**config.mk**
```make
export PLATFORM = sky130hd
export DESIGN_NAME = assoc_page_cache_replacement_unit_flat
export DESIGN_NICKNAME = d
export VERILOG_FILES = /design/src/sv/apcr_pkg.sv /design/src/sv/apcr_if.sv /design/src/sv/apcr_ram.sv /design/src/sv/apcr_mod.sv /design/src/sv/assoc_page_cache_replacement_unit.sv /design/src/flat_wrapper.sv
export SDC_FILE = /design/constraint.sdc
export NUM_CORES = 1
export LEC_CHECK = 0
export BUFFER_PORTS_ARGS = -buffer_cell sky130_fd_sc_hd__buf_2
export CAP_MARGIN = 20
export CORE_ASPECT_RATIO = 1.2
export CORE_UTILIZATION = 50
export DETAILED_ROUTE_END_ITERATION = 16
export PLACE_DENSITY_LB_ADDON = 0.25
export SKIP_CTS_REPAIR_TIMING = 1
export SKIP_LAST_GASP = 1
export SYNTH_ARGS = -nofsm -noshare
export SYNTH_HDL_FRONTEND = slang
export SYNTH_SLANG_ARGS = --single-unit
```
**constraint.sdc**
```tcl
create_clock -name clk -period 12.5 [get_ports clk]
set_input_delay 2.5 -clock clk [delete_from_list [all_inputs] [get_ports clk]]
set_output_delay 2.5 -clock clk [all_outputs]
set_load 0.05 [all_outputs]
```
**src/sv/apcr_pkg.sv**
```systemverilog
// shared types, constants and helpers of the page cache replacement unit
package apcr_pkg;

  localparam int SLOTS_DEF      = 8;
  localparam int PAGE_BYTES_DEF = 256;

  localparam int ADDR_W     = 20;
  localparam int STAMP_W    = 32;
  localparam int LFSR_W     = 16;
  localparam int OUT_SLOT_W = 3;

  localparam int CFG_IDX_W  = 2;
  localparam int CFG_DATA_W = 13;
  localparam int POLICY_W   = 2;
  localparam int ACTIVE_W   = 4;
  localparam int STORE_W    = 13;

  localparam logic [LFSR_W-1:0]   LFSR_MASK    = 16'hB400;
  localparam logic [LFSR_W-1:0]   LFSR_SEED    = 16'h0001;
  localparam logic [ACTIVE_W-1:0] ACTIVE_RESET = 4'd8;
  localparam logic [STORE_W-1:0]  STORE_RESET  = 13'd4096;

  typedef enum logic [POLICY_W-1:0] {
    POL_FIFO   = 2'd0,
    POL_LRU    = 2'd1,
    POL_MRU    = 2'd2,
    POL_RANDOM = 2'd3
  } repl_policy_t;

  typedef enum logic [CFG_IDX_W-1:0] {
    CFG_POLICY = 2'd0,
    CFG_ACTIVE = 2'd1,
    CFG_STORE  = 2'd2
  } cfg_idx_t;

  // galois lfsr, shifts right
  function automatic logic [LFSR_W-1:0] lfsr_step(input logic [LFSR_W-1:0] v);
    logic [LFSR_W-1:0] s;
    s = v >> 1;
    if (v[0]) begin
      s = s ^ LFSR_MASK;
    end
    return s;
  endfunction

endpackage

```
**src/sv/apcr_if.sv**
```systemverilog
// access and result channel interfaces
interface apcr_in_if import apcr_pkg::*; ();
  logic              valid;
  logic              ready;
  logic [ADDR_W-1:0] address;

  modport source (output valid, output address, input ready);
  modport sink   (input valid, input address, output ready);
endinterface

interface apcr_out_if import apcr_pkg::*; ();
  logic                  valid;
  logic                  ready;
  logic [ADDR_W-1:0]     address_echo;
  logic                  hit;
  logic [OUT_SLOT_W-1:0] slot;
  logic                  evicted;
  logic                  status;

  modport source (output valid, output address_echo, output hit, output slot,
                  output evicted, output status, input ready);
  modport sink   (input valid, input address_echo, input hit, input slot,
                  input evicted, input status, output ready);
endinterface

```
**src/sv/apcr_ram.sv**
```systemverilog
// generic single-port-write ram with registered read
module apcr_ram #(
  parameter int WIDTH = 8,
  parameter int DEPTH = 8,
  parameter int AW    = (DEPTH > 1) ? $clog2(DEPTH) : 1
) (
  input  logic             clk,
  input  logic             we,
  input  logic [AW-1:0]    waddr,
  input  logic [WIDTH-1:0] wdata,
  input  logic             re,
  input  logic [AW-1:0]    raddr,
  output logic [WIDTH-1:0] rdata
);
  logic [WIDTH-1:0] mem [DEPTH];
  logic [WIDTH-1:0] rdata_r;

  always_ff @(posedge clk) begin
    if (we) begin
      mem[waddr] <= wdata;
    end
    if (re) begin
      rdata_r <= mem[raddr];
    end
  end

  assign rdata = rdata_r;
endmodule

```
**src/sv/apcr_mod.sv**
```systemverilog
// iterative remainder unit, one quotient bit per cycle
module apcr_mod #(
  parameter int NW = 16,
  parameter int DW = 4
) (
  input  logic          clk,
  input  logic          rst_n,
  input  logic          start,
  input  logic [NW-1:0] dividend,
  input  logic [DW-1:0] divisor,
  output logic          done,
  output logic [DW-1:0] remainder
);
  localparam int CW = $clog2(NW + 1);

  logic          busy_r;
  logic [CW-1:0] cnt_r;
  logic [NW-1:0] num_r;
  logic [DW-1:0] div_r;
  logic [DW-1:0] rem_r;
  logic [DW-1:0] rem_nxt;
  logic [DW:0]   trial;

  always_comb begin
    trial = {rem_r, num_r[NW-1]};
    if (trial >= {1'b0, div_r}) begin
      trial = trial - {1'b0, div_r};
    end
    rem_nxt = trial[DW-1:0];
  end

  always_ff @(posedge clk) begin
    if (!rst_n) begin
      busy_r <= 1'b0;
      cnt_r  <= '0;
    end else if (start) begin
      busy_r <= 1'b1;
      cnt_r  <= CW'(NW);
    end else if (busy_r) begin
      cnt_r <= cnt_r - CW'(1);
      if (cnt_r == CW'(1)) begin
        busy_r <= 1'b0;
      end
    end
  end

  always_ff @(posedge clk) begin
    if (start) begin
      num_r <= dividend;
      div_r <= divisor;
      rem_r <= '0;
    end else if (busy_r) begin
      num_r <= num_r << 1;
      rem_r <= rem_nxt;
    end
  end

  assign done      = !busy_r;
  assign remainder = rem_r;
endmodule

```
**src/sv/assoc_page_cache_replacement_unit.sv**
```systemverilog
// top level: fully associative page cache tag store and replacement engine
// flow: the tag/stamp ram scan at one slot per cycle over the n active slots (n = active
//   slot count), then compare, decide and output steps; the output step holds while full
// random replacement also waits in the decide step for the remainder unit
// out-of-store page: skips the scan and goes straight to the output step; one transaction
//   in flight at a time, the next accepted in the cycle after the result loads
// reset (sync, rst_n low): config defaults, valid/fill/counter cleared, lfsr seeded, ram unreset
module assoc_page_cache_replacement_unit import apcr_pkg::*; #(
  parameter int SLOTS      = SLOTS_DEF,
  parameter int PAGE_BYTES = PAGE_BYTES_DEF
) (
  input  logic                  clk,
  input  logic                  rst_n,
  input  logic                  cfg_we,
  input  logic [CFG_IDX_W-1:0]  cfg_index,
  input  logic [CFG_DATA_W-1:0] cfg_wdata,
  apcr_in_if.sink               in_ch,
  apcr_out_if.source            out_ch
);
  localparam int SLOT_W  = (SLOTS > 1) ? $clog2(SLOTS) : 1;
  localparam int CNT_W   = $clog2(SLOTS + 1);
  localparam int PAGE_SH = $clog2(PAGE_BYTES);
  localparam int PAGE_W  = ADDR_W - PAGE_SH;
  localparam int RAM_W   = PAGE_W + STAMP_W;

  // sequencer states
  typedef enum logic [4:0] {
    S_IDLE   = 5'b00001,
    S_SCAN   = 5'b00010,
    S_LAST   = 5'b00100,
    S_DECIDE = 5'b01000,
    S_OUT    = 5'b10000
  } state_t;

  state_t state_r, state_nxt;

  // configuration registers
  repl_policy_t        cfg_policy_r;
  logic [ACTIVE_W-1:0] cfg_active_r;
  logic [STORE_W-1:0]  cfg_store_r;

  // cache bookkeeping kept in flops
  logic [SLOTS-1:0]   valid_r;
  logic [CNT_W-1:0]   fill_r;
  logic [STAMP_W-1:0] ctr_r;
  logic [LFSR_W-1:0]  lfsr_r;

  // current transaction
  logic [ADDR_W-1:0] addr_r;
  logic [PAGE_W-1:0] page_r;
  logic [SLOT_W-1:0] rd_idx_r;
  logic [SLOT_W-1:0] cmp_idx_r;
  logic              cmp_vld_r;
  logic              found_r;
  logic [SLOT_W-1:0] hit_idx_r;
  logic [STAMP_W-1:0] best_stamp_r;
  logic [SLOT_W-1:0] best_idx_r;

  // pending result, then output register
  logic              res_hit_r;
  logic [SLOT_W-1:0] res_slot_r;
  logic              res_evict_r;
  logic              res_status_r;
  logic                  out_valid_r;
  logic [ADDR_W-1:0]     out_addr_r;
  logic                  out_hit_r;
  logic [OUT_SLOT_W-1:0] out_slot_r;
  logic                  out_evict_r;
  logic                  out_status_r;

  logic              in_acc;
  logic [PAGE_W-1:0] page_w;
  logic              err_w;
  logic [CNT_W-1:0]  n_w;
  logic              full_w;

  // ram ports
  logic              ram_we;
  logic [RAM_W-1:0]  ram_wdata;
  logic [RAM_W-1:0]  ram_rdata;
  logic [PAGE_W-1:0] rd_page;
  logic [STAMP_W-1:0] rd_stamp;

  // compare stage
  logic               cmp_match;
  logic [STAMP_W-1:0] cmp_stamp;
  logic               cmp_better;

  // decide step
  logic              dec_wait;
  logic              dec_fire;
  logic [SLOT_W-1:0] dec_slot;
  logic              dec_evict;
  logic              dec_replace;

  // output handoff
  logic out_free;
  logic out_load;

  // remainder unit for random victim choice
  logic             mod_done;
  logic [CNT_W-1:0] mod_rem;

  assign in_acc = in_ch.valid && in_ch.ready;
  assign in_ch.ready = (state_r == S_IDLE);

  assign page_w = in_ch.address[ADDR_W-1:PAGE_SH];
  assign err_w  = (32'(page_w) >= 32'(cfg_store_r));

  // active slot count clamped to 1..SLOTS
  always_comb begin
    if (cfg_active_r == '0) begin
      n_w = CNT_W'(1);
    end else if (32'(cfg_active_r) > SLOTS) begin
      n_w = CNT_W'(SLOTS);
    end else begin
      n_w = CNT_W'(cfg_active_r);
    end
  end

  assign full_w = (fill_r >= n_w);

  // tag and stamp store, one word per slot
  apcr_ram #(
    .WIDTH(RAM_W),
    .DEPTH(SLOTS)
  ) u_ram (
    .clk  (clk),
    .we   (ram_we),
    .waddr(dec_slot),
    .wdata(ram_wdata),
    .re   (state_r == S_SCAN),
    .raddr(rd_idx_r),
    .rdata(ram_rdata)
  );

  assign rd_page  = ram_rdata[RAM_W-1:STAMP_W];
  assign rd_stamp = ram_rdata[STAMP_W-1:0];

  // lfsr value after one step is only committed on a random replacement
  apcr_mod #(
    .NW(LFSR_W),
    .DW(CNT_W)
  ) u_mod (
    .clk      (clk),
    .rst_n    (rst_n),
    .start    (in_acc),
    .dividend (lfsr_step(lfsr_r)),
    .divisor  (n_w),
    .done     (mod_done),
    .remainder(mod_rem)
  );

  // compare the slot whose word just came out of the ram
  always_comb begin
    cmp_match = valid_r[cmp_idx_r] && (rd_page == page_r);
    cmp_stamp = valid_r[cmp_idx_r] ? rd_stamp : '0;
    if (cmp_idx_r == '0) begin
      cmp_better = 1'b1;
    end else if (cfg_policy_r == POL_MRU) begin
      cmp_better = (cmp_stamp > best_stamp_r);
    end else begin
      cmp_better = (cmp_stamp < best_stamp_r);
    end
  end

  // hit, fill of the next empty slot, or replacement of a victim
  always_comb begin
    dec_replace = !found_r && full_w;
    dec_wait    = (state_r == S_DECIDE) && dec_replace &&
                  (cfg_policy_r == POL_RANDOM) && !mod_done;
    dec_fire    = (state_r == S_DECIDE) && !dec_wait;
    if (found_r) begin
      dec_slot = hit_idx_r;
    end else if (!full_w) begin
      dec_slot = SLOT_W'(fill_r);
    end else if (cfg_policy_r == POL_RANDOM) begin
      dec_slot = SLOT_W'(mod_rem);
    end else begin
      dec_slot = best_idx_r;
    end
    dec_evict = dec_replace && valid_r[dec_slot];
    // hits refresh the stamp only under lru and mru
    ram_we    = dec_fire && (!found_r || cfg_policy_r == POL_LRU ||
                             cfg_policy_r == POL_MRU);
    ram_wdata = {page_r, ctr_r};
  end

  assign out_free = !out_valid_r || out_ch.ready;
  assign out_load = (state_r == S_OUT) && out_free;

  always_comb begin
    state_nxt = state_r;
    case (state_r)
      S_IDLE: begin
        if (in_acc) begin
          state_nxt = err_w ? S_OUT : S_SCAN;
        end
      end
      S_SCAN: begin
        if (CNT_W'(rd_idx_r) + CNT_W'(1) == n_w) begin
          state_nxt = S_LAST;
        end
      end
      S_LAST: begin
        state_nxt = S_DECIDE;
      end
      S_DECIDE: begin
        if (dec_fire) begin
          state_nxt = S_OUT;
        end
      end
      S_OUT: begin
        if (out_free) begin
          state_nxt = S_IDLE;
        end
      end
      default: begin
        state_nxt = S_IDLE;
      end
    endcase
  end

  // control state
  always_ff @(posedge clk) begin
    if (!rst_n) begin
      state_r      <= S_IDLE;
      cfg_policy_r <= POL_FIFO;
      cfg_active_r <= ACTIVE_RESET;
      cfg_store_r  <= STORE_RESET;
      valid_r      <= '0;
      fill_r       <= '0;
      ctr_r        <= '0;
      lfsr_r       <= LFSR_SEED;
      cmp_vld_r    <= 1'b0;
      out_valid_r  <= 1'b0;
    end else begin
      state_r   <= state_nxt;
      cmp_vld_r <= (state_r == S_SCAN);
      if (cfg_we) begin
        case (cfg_index)
          CFG_POLICY: cfg_policy_r <= repl_policy_t'(cfg_wdata[POLICY_W-1:0]);
          CFG_ACTIVE: cfg_active_r <= cfg_wdata[ACTIVE_W-1:0];
          CFG_STORE:  cfg_store_r  <= cfg_wdata[STORE_W-1:0];
          default: begin
          end
        endcase
      end
      // counter moves on every access, errors included
      if (in_acc) begin
        ctr_r <= ctr_r + STAMP_W'(1);
      end
      if (dec_fire && !found_r) begin
        valid_r[dec_slot] <= 1'b1;
        if (!full_w) begin
          fill_r <= fill_r + CNT_W'(1);
        end
        if (full_w && cfg_policy_r == POL_RANDOM) begin
          lfsr_r <= lfsr_step(lfsr_r);
        end
      end
      if (out_load) begin
        out_valid_r <= 1'b1;
      end else if (out_ch.ready) begin
        out_valid_r <= 1'b0;
      end
    end
  end

  // datapath registers
  always_ff @(posedge clk) begin
    if (in_acc) begin
      addr_r       <= in_ch.address;
      page_r       <= page_w;
      rd_idx_r     <= '0;
      found_r      <= 1'b0;
      res_hit_r    <= 1'b0;
      res_slot_r   <= '0;
      res_evict_r  <= 1'b0;
      res_status_r <= err_w;
    end
    if (state_r == S_SCAN) begin
      rd_idx_r  <= rd_idx_r + SLOT_W'(1);
      cmp_idx_r <= rd_idx_r;
    end
    if (cmp_vld_r) begin
      // first matching slot wins
      if (!found_r && cmp_match) begin
        found_r   <= 1'b1;
        hit_idx_r <= cmp_idx_r;
      end
      // strict compare keeps ties on the lowest slot
      if (cmp_better) begin
        best_stamp_r <= cmp_stamp;
        best_idx_r   <= cmp_idx_r;
      end
    end
    if (dec_fire) begin
      res_hit_r   <= found_r;
      res_slot_r  <= dec_slot;
      res_evict_r <= dec_evict;
    end
    if (out_load) begin
      out_addr_r   <= addr_r;
      out_hit_r    <= res_hit_r;
      out_slot_r   <= OUT_SLOT_W'(res_slot_r);
      out_evict_r  <= res_evict_r;
      out_status_r <= res_status_r;
    end
  end

  assign out_ch.valid        = out_valid_r;
  assign out_ch.address_echo = out_addr_r;
  assign out_ch.hit          = out_hit_r;
  assign out_ch.slot         = out_slot_r;
  assign out_ch.evicted      = out_evict_r;
  assign out_ch.status       = out_status_r;

  // fill count never runs past the built slot count
  a_fill_bound: assert property (@(posedge clk) disable iff (!rst_n)
    32'(fill_r) <= SLOTS)
    else $error("fill count beyond slot count");

  // an error transaction leaves the cache alone
  a_err_result: assert property (@(posedge clk) disable iff (!rst_n)
    out_ch.valid && out_ch.status |-> !out_ch.hit && !out_ch.evicted)
    else $error("error result reports hit or eviction");

  // a hit never replaces a page
  a_hit_no_evict: assert property (@(posedge clk) disable iff (!rst_n)
    out_ch.valid && out_ch.hit |-> !out_ch.evicted)
    else $error("hit reports eviction");

  // lfsr must not lock up at zero
  a_lfsr_live: assert property (@(posedge clk) disable iff (!rst_n)
    lfsr_r != '0)
    else $error("lfsr reached zero");

  // one transaction in flight: no acceptance right after another
  a_one_in_flight: assert property (@(posedge clk) disable iff (!rst_n)
    in_acc |=> !in_ch.ready)
    else $error("input accepted while busy");
endmodule

```
**src/flat_wrapper.sv**
```systemverilog
// flat-port wrapper written by rule: the top's interface ports become plain ports
module assoc_page_cache_replacement_unit_flat import apcr_pkg::*;
#(
  parameter int SLOTS      = SLOTS_DEF,
  parameter int PAGE_BYTES = PAGE_BYTES_DEF
)
  (clk, rst_n, cfg_we, cfg_index, cfg_wdata, in_ch_valid, in_ch_address, in_ch_ready, out_ch_valid, out_ch_address_echo, out_ch_hit, out_ch_slot, out_ch_evicted, out_ch_status, out_ch_ready);
  apcr_in_if in_ch_i ();
  apcr_out_if out_ch_i ();
  input  logic clk;
  input  logic rst_n;
  input  logic cfg_we;
  input  logic [CFG_IDX_W-1:0] cfg_index;
  input  logic [CFG_DATA_W-1:0] cfg_wdata;
  input wire logic [$bits(in_ch_i.valid)-1:0] in_ch_valid;
  input wire logic [$bits(in_ch_i.address)-1:0] in_ch_address;
  output wire logic [$bits(in_ch_i.ready)-1:0] in_ch_ready;
  output wire logic [$bits(out_ch_i.valid)-1:0] out_ch_valid;
  output wire logic [$bits(out_ch_i.address_echo)-1:0] out_ch_address_echo;
  output wire logic [$bits(out_ch_i.hit)-1:0] out_ch_hit;
  output wire logic [$bits(out_ch_i.slot)-1:0] out_ch_slot;
  output wire logic [$bits(out_ch_i.evicted)-1:0] out_ch_evicted;
  output wire logic [$bits(out_ch_i.status)-1:0] out_ch_status;
  input wire logic [$bits(out_ch_i.ready)-1:0] out_ch_ready;
  assign in_ch_i.valid = in_ch_valid;
  assign in_ch_i.address = in_ch_address;
  assign in_ch_ready = in_ch_i.ready;
  assign out_ch_valid = out_ch_i.valid;
  assign out_ch_address_echo = out_ch_i.address_echo;
  assign out_ch_hit = out_ch_i.hit;
  assign out_ch_slot = out_ch_i.slot;
  assign out_ch_evicted = out_ch_i.evicted;
  assign out_ch_status = out_ch_i.status;
  assign out_ch_i.ready = out_ch_ready;
  assoc_page_cache_replacement_unit #(.SLOTS(SLOTS), .PAGE_BYTES(PAGE_BYTES)) u_core (.clk(clk), .rst_n(rst_n), .cfg_we(cfg_we), .cfg_index(cfg_index), .cfg_wdata(cfg_wdata), .in_ch(in_ch_i), .out_ch(out_ch_i));
endmodule
```
==> results of run 1 <==
==> metrics by stage <==
step	setup WS, ns	total power [W]	instance area, um^2	instances	hold WS (ns)
global placement	8.11	0.00273	25500	2166	0.400
detailed placement	8.01	0.00275	25500	2166	0.405
floorplan	7.84	0.00264	24400	1504	0.400
finish	7.96	0.00442	27400	2275	0.417
global route	7.75	0.00457	27400	2275	0.420
CTS	7.99	0.00446	27400	2273	0.419
==> final timing paths <==
kind                       start                            end  slack (ns)  cells past startpoint
max          u_core.cmp_idx_r[0]        u_core.best_stamp_r[29]        7.96                     12
min reg2reg     u_core.addr_r[5]  u_core.out_ch.address_echo[5]        0.42                      0
max reg2reg  u_core.cmp_idx_r[0]        u_core.best_stamp_r[29]        7.96                     12
min             u_core.addr_r[5]  u_core.out_ch.address_echo[5]        0.42                      0
==> layout by cell type, fill, tap and decap left out, types with 48 or more instances in the layout <==
master and instances:
ha_1 57, inv_1 64, nand2_1 144, buf_2 67
clkbuf_16 57, a21oi_1 68, mux4_2 90, edfxtp_1 512
mux2_2 48, nor2_1 82, dfxtp_1 97
==> registers in the layout, indices dropped and copies added, names as in the netlist, 4 cells and up <==
signal and cells:
u_core.out_ch.address_echo 20, u_core.state_r 5, u_core.u_ram.mem 352, u_core.fill_r 4
u_core.u_mod.remainder 4, u_core.u_mod.cnt_r 5, u_core.u_mod.num_r 16, u_core.lfsr_r 16
u_core.page_r 12, u_core.cfg_store_r 13, u_core.valid_r 8, u_core.u_ram.rdata 44
u_core.ctr_r 32, u_core.addr_r 8, u_core.u_mod.div_r 4, u_core.cfg_active_r 4
u_core.best_stamp_r 32
==> power by group through the flow <==
stage                     clock network, W  logic [W]  registers, W
after global placement                   0   0.000371       0.00236
after global routing               0.00182   0.000415       0.00233
after floorplan                          0   0.000297       0.00234
final                              0.00172   0.000376       0.00232
after CTS                          0.00176   0.000383       0.00232
after detailed placement                 0   0.000380       0.00237
==> final cells by class <==
class	count	area [um^2]	share of cell area (%)
well taps	630	788	2.88
flip-flops and latches	609	17300	63.2
inverters	67	251	0.918
repair buffers	86	510	1.86
clock buffers	76	1540	5.61
diodes	1	2.50	0.00913
multi-input cells	775	6680	24.4
clock inverters	31	322	1.17
==> logic make-up (layout without fill, tap and decap cells) <==
| kind of cell | Yosys count | count (layout) | synth area share (%) |
|---|---|---|---|
| AO/OA/AOI/OAI | 134 | 134 | 3.39 |
| other | 0 | 1 | 0 |
| flip-flops | 609 | 609 | 71.0 |
| AND/OR/NAND/NOR | 378 | 378 | 7.67 |
| buffers and inverters | 120 | 260 | 1.90 |
| XOR/XNOR | 53 | 53 | 1.90 |
| multiplexers | 152 | 152 | 11.1 |
| adder cells (fa/ha/maj) | 58 | 58 | 3.01 |
==> layer usage <==
layer / part of all wire [%] / GRT usage (%)
met2: 50 / 32.9
met4: 2.6 / 6.19
met1: 43 / 25.9
met5: 0 / 0
met3: 4.5 / 3.16
==> metrics.md, run 1 <==
| Metric | Value |
|---|---|
| Root buffer cell | clkbuf_16 |
| Most used cell, CP | buf_4 |
| CP Launch Type | flop |
| Drt pass-1 iters | 5 |
| Setup CP Type | reg2reg |
| Worst Skew | 0.0195 ns |
| Fin. Hold Viols | 0 |
| Sw frac | ~22% |
| Antenna-violating nets left | 0 |
| Largest net degree at the start of global routing | 95 |
| Slew @ Worst Pin | 0.935 ns |
| Critical path required time | roughly 13 ns |
| CTS tree | done |
| Longest Clk Path Bufs | 3 |
| Hold/Removal Path Class | reg2reg |
| Int Pwr | 0.00344 W |
| Yosys cell types | 67 |
| Top FF cell, synth | edfxtp_1 |
| Worst EP arrival | just under 5 ns |
| Synth top area cells | edfxtp_1 (63%), mux4_2 (8.3%), dfxtp_1 (8.0%), ha_1 (2.9%), nand2_1 (2.2%) |
| Final net count | 1694 |
| Max stage delay on crit path | roughly 0.57 ns |
| CTS Buf Count | between 50 and 60 |
| Die W | 204 um |
| Pleak | about 9 nW |
| CP Cell Sequence | mux4_2, mux2i_4, buf_4, nor2b_1, ha_1, nand4_1, or4_1, o21ai_0, nand3b_1, mux2_2, o21a_1, buf_4 |
| First-pass GRT wire length | 73.4 mm |
| Relative slew slack | between 30% and 40% |
| Cell family with most CP delay | multiplexers |
| RSZ-0062 raised after global routing | false |
| Most frequent cell after synthesis | edfxtp_1 |
| Initial drt markers | 694 |
| Status | completed |
| Antenna violations before repair | 1 |
| Area Overhead vs Synth | 12.4% |
| Final WL | 47.2 mm |
| # rows | a little under 90 |
| Util after Layout | roughly 57% |
| WP buf/inv | 2 |
| Seq cells post-synth | 609 |
| Post-synth top cells | edfxtp_1 (512), nand2_1 (144), dfxtp_1 (97) |
| Routability cong. | 0.805 |
| Syn nets | 1602 |
| Chip Height | around 240 um |
| Vias per inst | 5.56 |
| Sum Neg Setup Slack | 0 ns |
| Number of enable flip-flop cells after synthesis | 512 |
| Largest area contributor in the netlist | edfxtp_1 |
| Share of cells above drive strength 1 | 20.3% |
| Max cap viols | 0 |
| PortBufs | 67 |
| Max Fanout on Critical Path | 33 |
| Mapped Area | 0.0244 mm^2 |
| Clk Latency, worst-skew pair | 0.62 ns |
| Clk pin slew, worst setup/hold paths | 0.07 ns |
| Highest Clock Rate | 220 MHz |
| Crit path time final | 4.54 ns |
| Final Cycle Share | 36.3% |
| Synth Instances | 1504 |
| Seq pwr share | a little over half |
| Sw power | 0.000979 W |
| Core ar. | 0.0481 mm^2 |
| Power Density | 161 mW/mm^2 |
| Vias in the first global route | roughly 13000 |
| Clock power frac | 38.9% |
| Final setup fails | 0 |
| Yosys warns | 0 |
| Dpl hpwl | ~28 mm |
| Clock Sinks | 609 |
| Remaining Overflow, GRT | 0 |
| Max IR drop VDD | approximately 0.11 mV |
| H-tree levels | 2 |
| Crit. End Element | flop |
| Filler cells | approximately 3700 |
| Post-Syn Area per Cell | 16.2 um^2 |
| WL per Instance | 20.7 um |
| Vias | 12600 |
| Synth top area share | 63.1% |
| Die ar. | 0.0497 mm^2 |
| Starting Density | 50.7% |
| Tot GR Track Use | between 10% and 20% |
| IO Count | 68 |
| Slew Limit Fails | 0 |
| Ys async rst share | 0% |
| Slowest CP cell | mux4_2 |
| Register area share after synthesis | 71.0% |
| # DRC | 0 |
| Combinational fraction of design power | 8.5% |
(Power assumes the default switching activity.)
==> run 2: changes to the inputs <==
==> constraint.sdc (replaced) <==
create_clock -name clk -period 4.2 [get_ports clk]
set_input_delay 0.84 -clock clk [delete_from_list [all_inputs] [get_ports clk]]
set_output_delay 0.84 -clock clk [all_outputs]
set_load 0.05 [all_outputs]
==> metrics.md, run 2 (synthesis results as in run 1) <==
| Metric | Value |
|---|---|
| Area of the multi-input gates | 0.00668 mm^2 (about the same) |
| Pleak | 9.22 nW (was 9.13 nW) |
| Hold/Removal Path Class | in2reg (was reg2reg) |
| Critical path required time | 4.49 ns (was 12.81 ns) |
| Share of cells above drive strength 1 | 21.3% (was 20.3%) |
| Max reg flops | 352 (unchanged) |
| Crit path time final | 3.89 ns (was 4.54 ns) |
| Dpl cell area | 0.0257 mm^2 (was 0.0255 mm^2) |
| Layout Cells excl Fill | 2288 (was 2275) |
| Power, Total | 0.0131 W (was 0.00442 W) |
| Crit. End Element | flop (unchanged) |
| Die W | 204 um (unchanged) |
| Core ar. | 0.0481 mm^2 (unchanged) |
| H-tree levels | 2 (unchanged) |
| WL per Instance | 20.6 um (was 20.7 um) |
| Slew @ Worst Pin | 0.890 ns (was 0.935 ns) |
| Chip Height | 244 um (unchanged) |
| Relative slew slack | 40.4% (was 37.7%) |
| Final Cycle Share | 92.7% (was 36.3%) |
| Area Overhead vs Synth | 12.9% (was 12.4%) |
| Final worst slack | 0.306 ns (was 7.96 ns) |
| Final setup fails | 0 (unchanged) |
| Drt pass-1 iters | 5 (unchanged) |
| Place WS | 0.0451 ns (was 8.01 ns) |
| Register Area | 0.0173 mm^2 (unchanged) |
| Tot GR Track Use | 19.6% (was 19.5%) |
| Slew Limit Fails | 0 (unchanged) |
| Setup CP Type | reg2reg (unchanged) |
| First-pass GRT wire length | 74.2 mm (was 73.4 mm) |
| # rows | 88 (unchanged) |
| Inserted Diodes | 0 (was 1) |
| Final WL | 47.2 mm (about the same) |
| Die ar. | 0.0497 mm^2 (unchanged) |
| Root buffer cell | clkbuf_16 (unchanged) |
| Final net count | 1707 (was 1694) |
| Commonest non-fill, non-tap cell in the layout | edfxtp_1 (unchanged) |
| IO Count | 68 (unchanged) |
| CTS Buf Count | 57 (unchanged) |
| CP Launch Type | flop (unchanged) |
| Most frequent cells in the layout | edfxtp_1 (512), nand2_1 (144), dfxtp_1 (97), mux4_2 (90), nor2_1 (82) (unchanged) |
| Worst hold slack | 0.414 ns (was 0.417 ns) |
| Filler cells | 3662 (was 3688) |
| Clk Latency, worst-skew pair | 0.60 ns (was 0.62 ns) |
| Status | completed (unchanged) |
| Vias per inst | 5.57 (was 5.56) |
| Initial drt markers | 773 (was 694) |
| Vias in the first global route | 13300 (was 13100) |
| Dpl hpwl | 28.0 mm (was 27.7 mm) |
| Reg with most FFs | u_core.u_ram.mem (unchanged) |
| Power Density | 474 mW/mm^2 (was 161 mW/mm^2) |
| Longest Clk Path Bufs | 3 (unchanged) |
| Max Fanout on Critical Path | 35 (was 33) |
| Remaining Overflow, GRT | 0 (unchanged) |
| # DRC | 0 (unchanged) |
| RSZ-0062 raised after global routing | false (unchanged) |
| Antenna-violating nets left | 0 (unchanged) |
| Antenna violations before repair | 0 (was 1) |
| Vias | 12700 (was 12600) |
| Clock Sinks | 609 (unchanged) |
| Worst EP arrival | 4.18 ns (was 4.86 ns) |
| Starting Density | 50.7% (unchanged) |
| Fin. Hold Viols | 0 (unchanged) |
| PortBufs | 67 (unchanged) |
| CTS tree | done (unchanged) |
| Worst Skew | 0.0187 ns (was 0.0195 ns) |
| Routability cong. | 0.795 (was 0.805) |
| Largest net degree at the start of global routing | 91 (was 95) |
| Post-route cell area | 0.0275 mm^2 (was 0.0274 mm^2) |
| Highest Clock Rate | 257 MHz (was 220 MHz) |
| Max IR drop VDD | 0.323 mV (was 0.111 mV) |
| Post-placement cell count | 2180 (was 2166) |
| Clk pin slew, worst setup/hold paths | 0.06 ns (was 0.07 ns) |
| Max cap viols | 0 (unchanged) |
[run 2: worst paths after layout]
check | startpoint | end | slack [ns] | cells after the start
worst max-delay path | u_core.cmp_idx_r[0] | u_core.best_stamp_r[23] | 0.31 | 12
worst min-delay path | in_ch_address[5] | u_core.addr_r[5] | 0.41 | 1
worst max register to register | u_core.cmp_idx_r[0] | u_core.best_stamp_r[23] | 0.31 | 12
worst min register to register | u_core.addr_r[7] | u_core.out_ch.address_echo[7] | 0.42 | 0
[run 2: stage by stage]
| stage | util, % | setup TNS [ns] |
|---|---|---|
| 3_5_place_dp | 53.4 | 0 |
| 4_1_cts | 57.2 | 0 |
| 5_1_grt | 57.2 | 0 |
| 3_3_place_gp | 53.4 | 0 |
| 6_report | 57.2 | 0 |
| 2_1_floorplan | - | -40.87 |
[run 2: area by class of cell]
cell class	count	area share, %
Inverter	67	0.913
Clock inverter	27	0.750
Sequential cell	609	62.9
Tap cell	630	2.86
Multi-Input combinational cell	775	24.3
Clock buffer	81	5.99
Timing Repair Buffer	99	2.32
[run 2: report_power, final]
part / internal [W] / switching (W) / total, W
Clock: 0.00286 / 0.00217 / 0.00503
Sequential: 0.00676 / 0.000141 / 0.00690
Combinational: 0.000525 / 0.000604 / 0.00113
Total: 0.0101 / 0.00292 / 0.0131
[run 2: worst max-delay path, stage by stage (launching register included)]
cell	delay [ns]
edfxtp_1	0.46
mux4_2	0.56
mux2i_4	0.18
buf_12	0.22
nor2b_1	0.09
ha_1	0.31
nand4_1	0.14
or4_1	0.57
nor2_1	0.16
o31ai_1	0.09
nand3b_1	0.09
mux2_2	0.34
o21a_4	0.36
[run 2: metal layers]
metal	share of wire, %	track usage, %
met5	0	0
met4	2.3	5.84
met3	4.4	3.04
met2	50	33.0
met1	43	26.3
==> run 3: changes to the inputs <==
--- a/config.mk
+++ b/config.mk
@@ -7,12 +7,11 @@
 export LEC_CHECK = 0
 export BUFFER_PORTS_ARGS = -buffer_cell sky130_fd_sc_hd__buf_2
 export CAP_MARGIN = 20
-export CORE_ASPECT_RATIO = 1.2
+export CORE_ASPECT_RATIO = 0.9
 export CORE_UTILIZATION = 50
 export DETAILED_ROUTE_END_ITERATION = 16
 export PLACE_DENSITY_LB_ADDON = 0.25
 export SKIP_CTS_REPAIR_TIMING = 1
-export SKIP_LAST_GASP = 1
 export SYNTH_ARGS = -nofsm -noshare
 export SYNTH_HDL_FRONTEND = slang
 export SYNTH_SLANG_ARGS = --single-unit
==> constraint.sdc (replaced) <==
create_clock -name clk -period 4.2 [get_ports clk]
set_input_delay 0.42 -clock clk [delete_from_list [all_inputs] [get_ports clk]]
set_output_delay 0.42 -clock clk [all_outputs]
set_load 0.05 [all_outputs]
==> metrics.md, run 3 (synthesis results as in run 1) <==
| Metric | Value |
|---|---|
| Vias | 12800 (was 12700) |
| Antenna violations before repair | 1 (was 0) |
| Crit path launch | u_core.cmp_idx_r[0] (unchanged) |
| Filler cells | 3539 (was 3662) |
| CTS tree | done (unchanged) |
| # rows | 76 (was 88) |
| Commonest non-fill, non-tap cell in the layout | edfxtp_1 (unchanged) |
| Max reg flops | 352 (unchanged) |
| IO Count | 68 (unchanged) |
| # DRC | 0 (unchanged) |
| Final Cycle Share | 93.2% (was 92.7%) |
| Final setup fails | 0 (unchanged) |
| Clk pin slew, worst setup/hold paths | 0.06 ns (about the same) |
| Most frequent cells in the layout | edfxtp_1 (512), nand2_1 (144), dfxtp_1 (97), mux4_2 (90), nor2_1 (82) (unchanged) |
| Max IR drop VDD | 0.369 mV (was 0.323 mV) |
| CP Launch Type | flop (unchanged) |
| Area Overhead vs Synth | 14.4% (was 12.9%) |
| Reg with most FFs | u_core.u_ram.mem (unchanged) |
| RSZ-0062 raised after global routing | false (unchanged) |
| Hold/Removal Path Class | in2reg (unchanged) |
| Drt pass-1 iters | 5 (unchanged) |
| Crit. End Element | flop (unchanged) |
| Share of cells above drive strength 1 | 21.0% (was 21.3%) |
| Worst EP arrival | 4.23 ns (was 4.18 ns) |
| Antenna-violating nets left | 0 (unchanged) |
| Routability cong. | 0.837 (was 0.795) |
| Inserted Diodes | 0 (unchanged) |
| Slew Limit Fails | 0 (unchanged) |
| Tot GR Track Use | 19.6% (about the same) |
| Vias in the first global route | 12500 (was 13300) |
| Setup CP Type | reg2reg (unchanged) |
| Die W | 235 um (was 204 um) |
| Relative slew slack | 34.7% (was 40.4%) |
| Clk Latency, worst-skew pair | 0.63 ns (was 0.60 ns) |
| Worst Skew | 0.0189 ns (was 0.0187 ns) |
| Max cap viols | 0 (unchanged) |
| Root buffer cell | clkbuf_16 (unchanged) |
| Highest Clock Rate | 256 MHz (was 257 MHz) |
| Starting Density | 50.8% (was 50.7%) |
| Largest net degree at the start of global routing | 91 (unchanged) |
| Clock Sinks | 609 (unchanged) |
| WL per Instance | 20.9 um (was 20.6 um) |
| PortBufs | 67 (unchanged) |
| Die ar. | 0.0497 mm^2 (about the same) |
| Status | completed (unchanged) |
| Fin. Hold Viols | 0 (unchanged) |
| Register Area | 0.0173 mm^2 (unchanged) |
| Vias per inst | 5.57 (about the same) |
| H-tree levels | 2 (unchanged) |
| Slew @ Worst Pin | 0.980 ns (was 0.890 ns) |
| CTS Buf Count | 58 (was 57) |
| Critical path required time | 4.52 ns (was 4.49 ns) |
| Dpl hpwl | 28.1 mm (was 28.0 mm) |
| Initial drt markers | 1135 (was 773) |
| First-pass GRT wire length | 73.7 mm (was 74.2 mm) |
| Power Density | 479 mW/mm^2 (was 474 mW/mm^2) |
| Pleak | 9.35 nW (was 9.22 nW) |
| Power, Total | 0.0134 W (was 0.0131 W) |
| Crit path time final | 3.91 ns (was 3.89 ns) |
| Chip Height | 212 um (was 244 um) |
| Max Fanout on Critical Path | 35 (unchanged) |
| Remaining Overflow, GRT | 0 (unchanged) |
| Area of the multi-input gates | 0.00668 mm^2 (unchanged) |
| Final net count | 1728 (was 1707) |
| Reg-to-reg startpoint | u_core.cmp_idx_r[0] (unchanged) |
| Final WL | 48.1 mm (was 47.2 mm) |
| Min-delay src | cfg_wdata[4] (was in_ch_address[5]) |
| Dpl cell area | 0.0257 mm^2 (about the same) |
| Post-route cell area | 0.0279 mm^2 (was 0.0275 mm^2) |
| Core ar. | 0.0480 mm^2 (was 0.0481 mm^2) |
| Longest Clk Path Bufs | 3 (unchanged) |
run 3: cell types whose count changed in the layout (fill, tap and decap cells not counted), sizes merged:
| cell | delta |
|---|---|
| dlygate4sd3 | +21 |
| bufinv | +4 |
| clkinv | -2 |
| inv | -2 |
| buf | -1 |
| clkbuf | +1 |
| clkinvlp | +1 |
run 3: where the power goes:
group	switching (W)	internal, W
sequential	0.000141	0.00676
combinational	0.000615	0.000539
clock	0.00223	0.00308
total	0.00299	0.0104
run 3: final timing paths:
kind | to | slack [ns] | cells past startpoint
setup / recovery | u_core.best_stamp_r[21] | 0.29 | 12
hold / removal | u_core.cfg_store_r[4] | 0.04 | 3
setup reg to reg | u_core.best_stamp_r[21] | 0.29 | 12
hold reg to reg | u_core.out_ch.address_echo[3] | 0.41 | 0
run 3: per-stage QoR:
| stage | util, % | hold slack, ns | cells | setup TNS [ns] | setup WS [ns] |
|---|---|---|---|---|---|
| final | 58.1 | 0.0402 | 2304 | 0 | 0.287 |
| after global routing | 58.1 | 0.0242 | 2304 | 0 | 0.149 |
| after CTS | 57.6 | -0.0763 | 2283 | 0 | 0.0530 |
| after detailed placement | 53.6 | 0.405 | 2173 | 0 | 0.0774 |
| after global placement | 53.6 | 0.401 | 2173 | 0 | 0.168 |
| after floorplan | - | 0.400 | 1504 | -40.87 | -0.464 |
run 3: layout make-up:
type                    instances  area share [%]
repair buffers                119            3.24
well taps                     624            2.80
inverters                      67           0.902
multi-input cells             775            24.0
flip-flops and latches        609            62.1
clock buffers                  82            5.82
clock inverters                28            1.20
run 3: per-layer routing:
metal / share of wire, % / global-route usage, % / up-vias / wire length, um
met5: 0 / 0 / - / 0
met4: 1.7 / 4.63 / 0 / 804
met3: 5.5 / 3.81 / 63 / 2640
met2: 46 / 30.1 / 306 / 22200
met1: 47 / 28.9 / 6501 / 22400
li1: - / - / 5953 / -
run 3: worst max-delay path, stage by stage, from the launching register on:
cell	delay, ns
edfxtp_1	0.45
mux4_2	0.56
mux2i_4	0.18
buf_12	0.21
nor2b_1	0.10
ha_1	0.31
nand4_1	0.12
or4_1	0.58
nor2_1	0.17
o31ai_1	0.09
nand3b_1	0.09
mux2_2	0.34
o21a_4	0.36
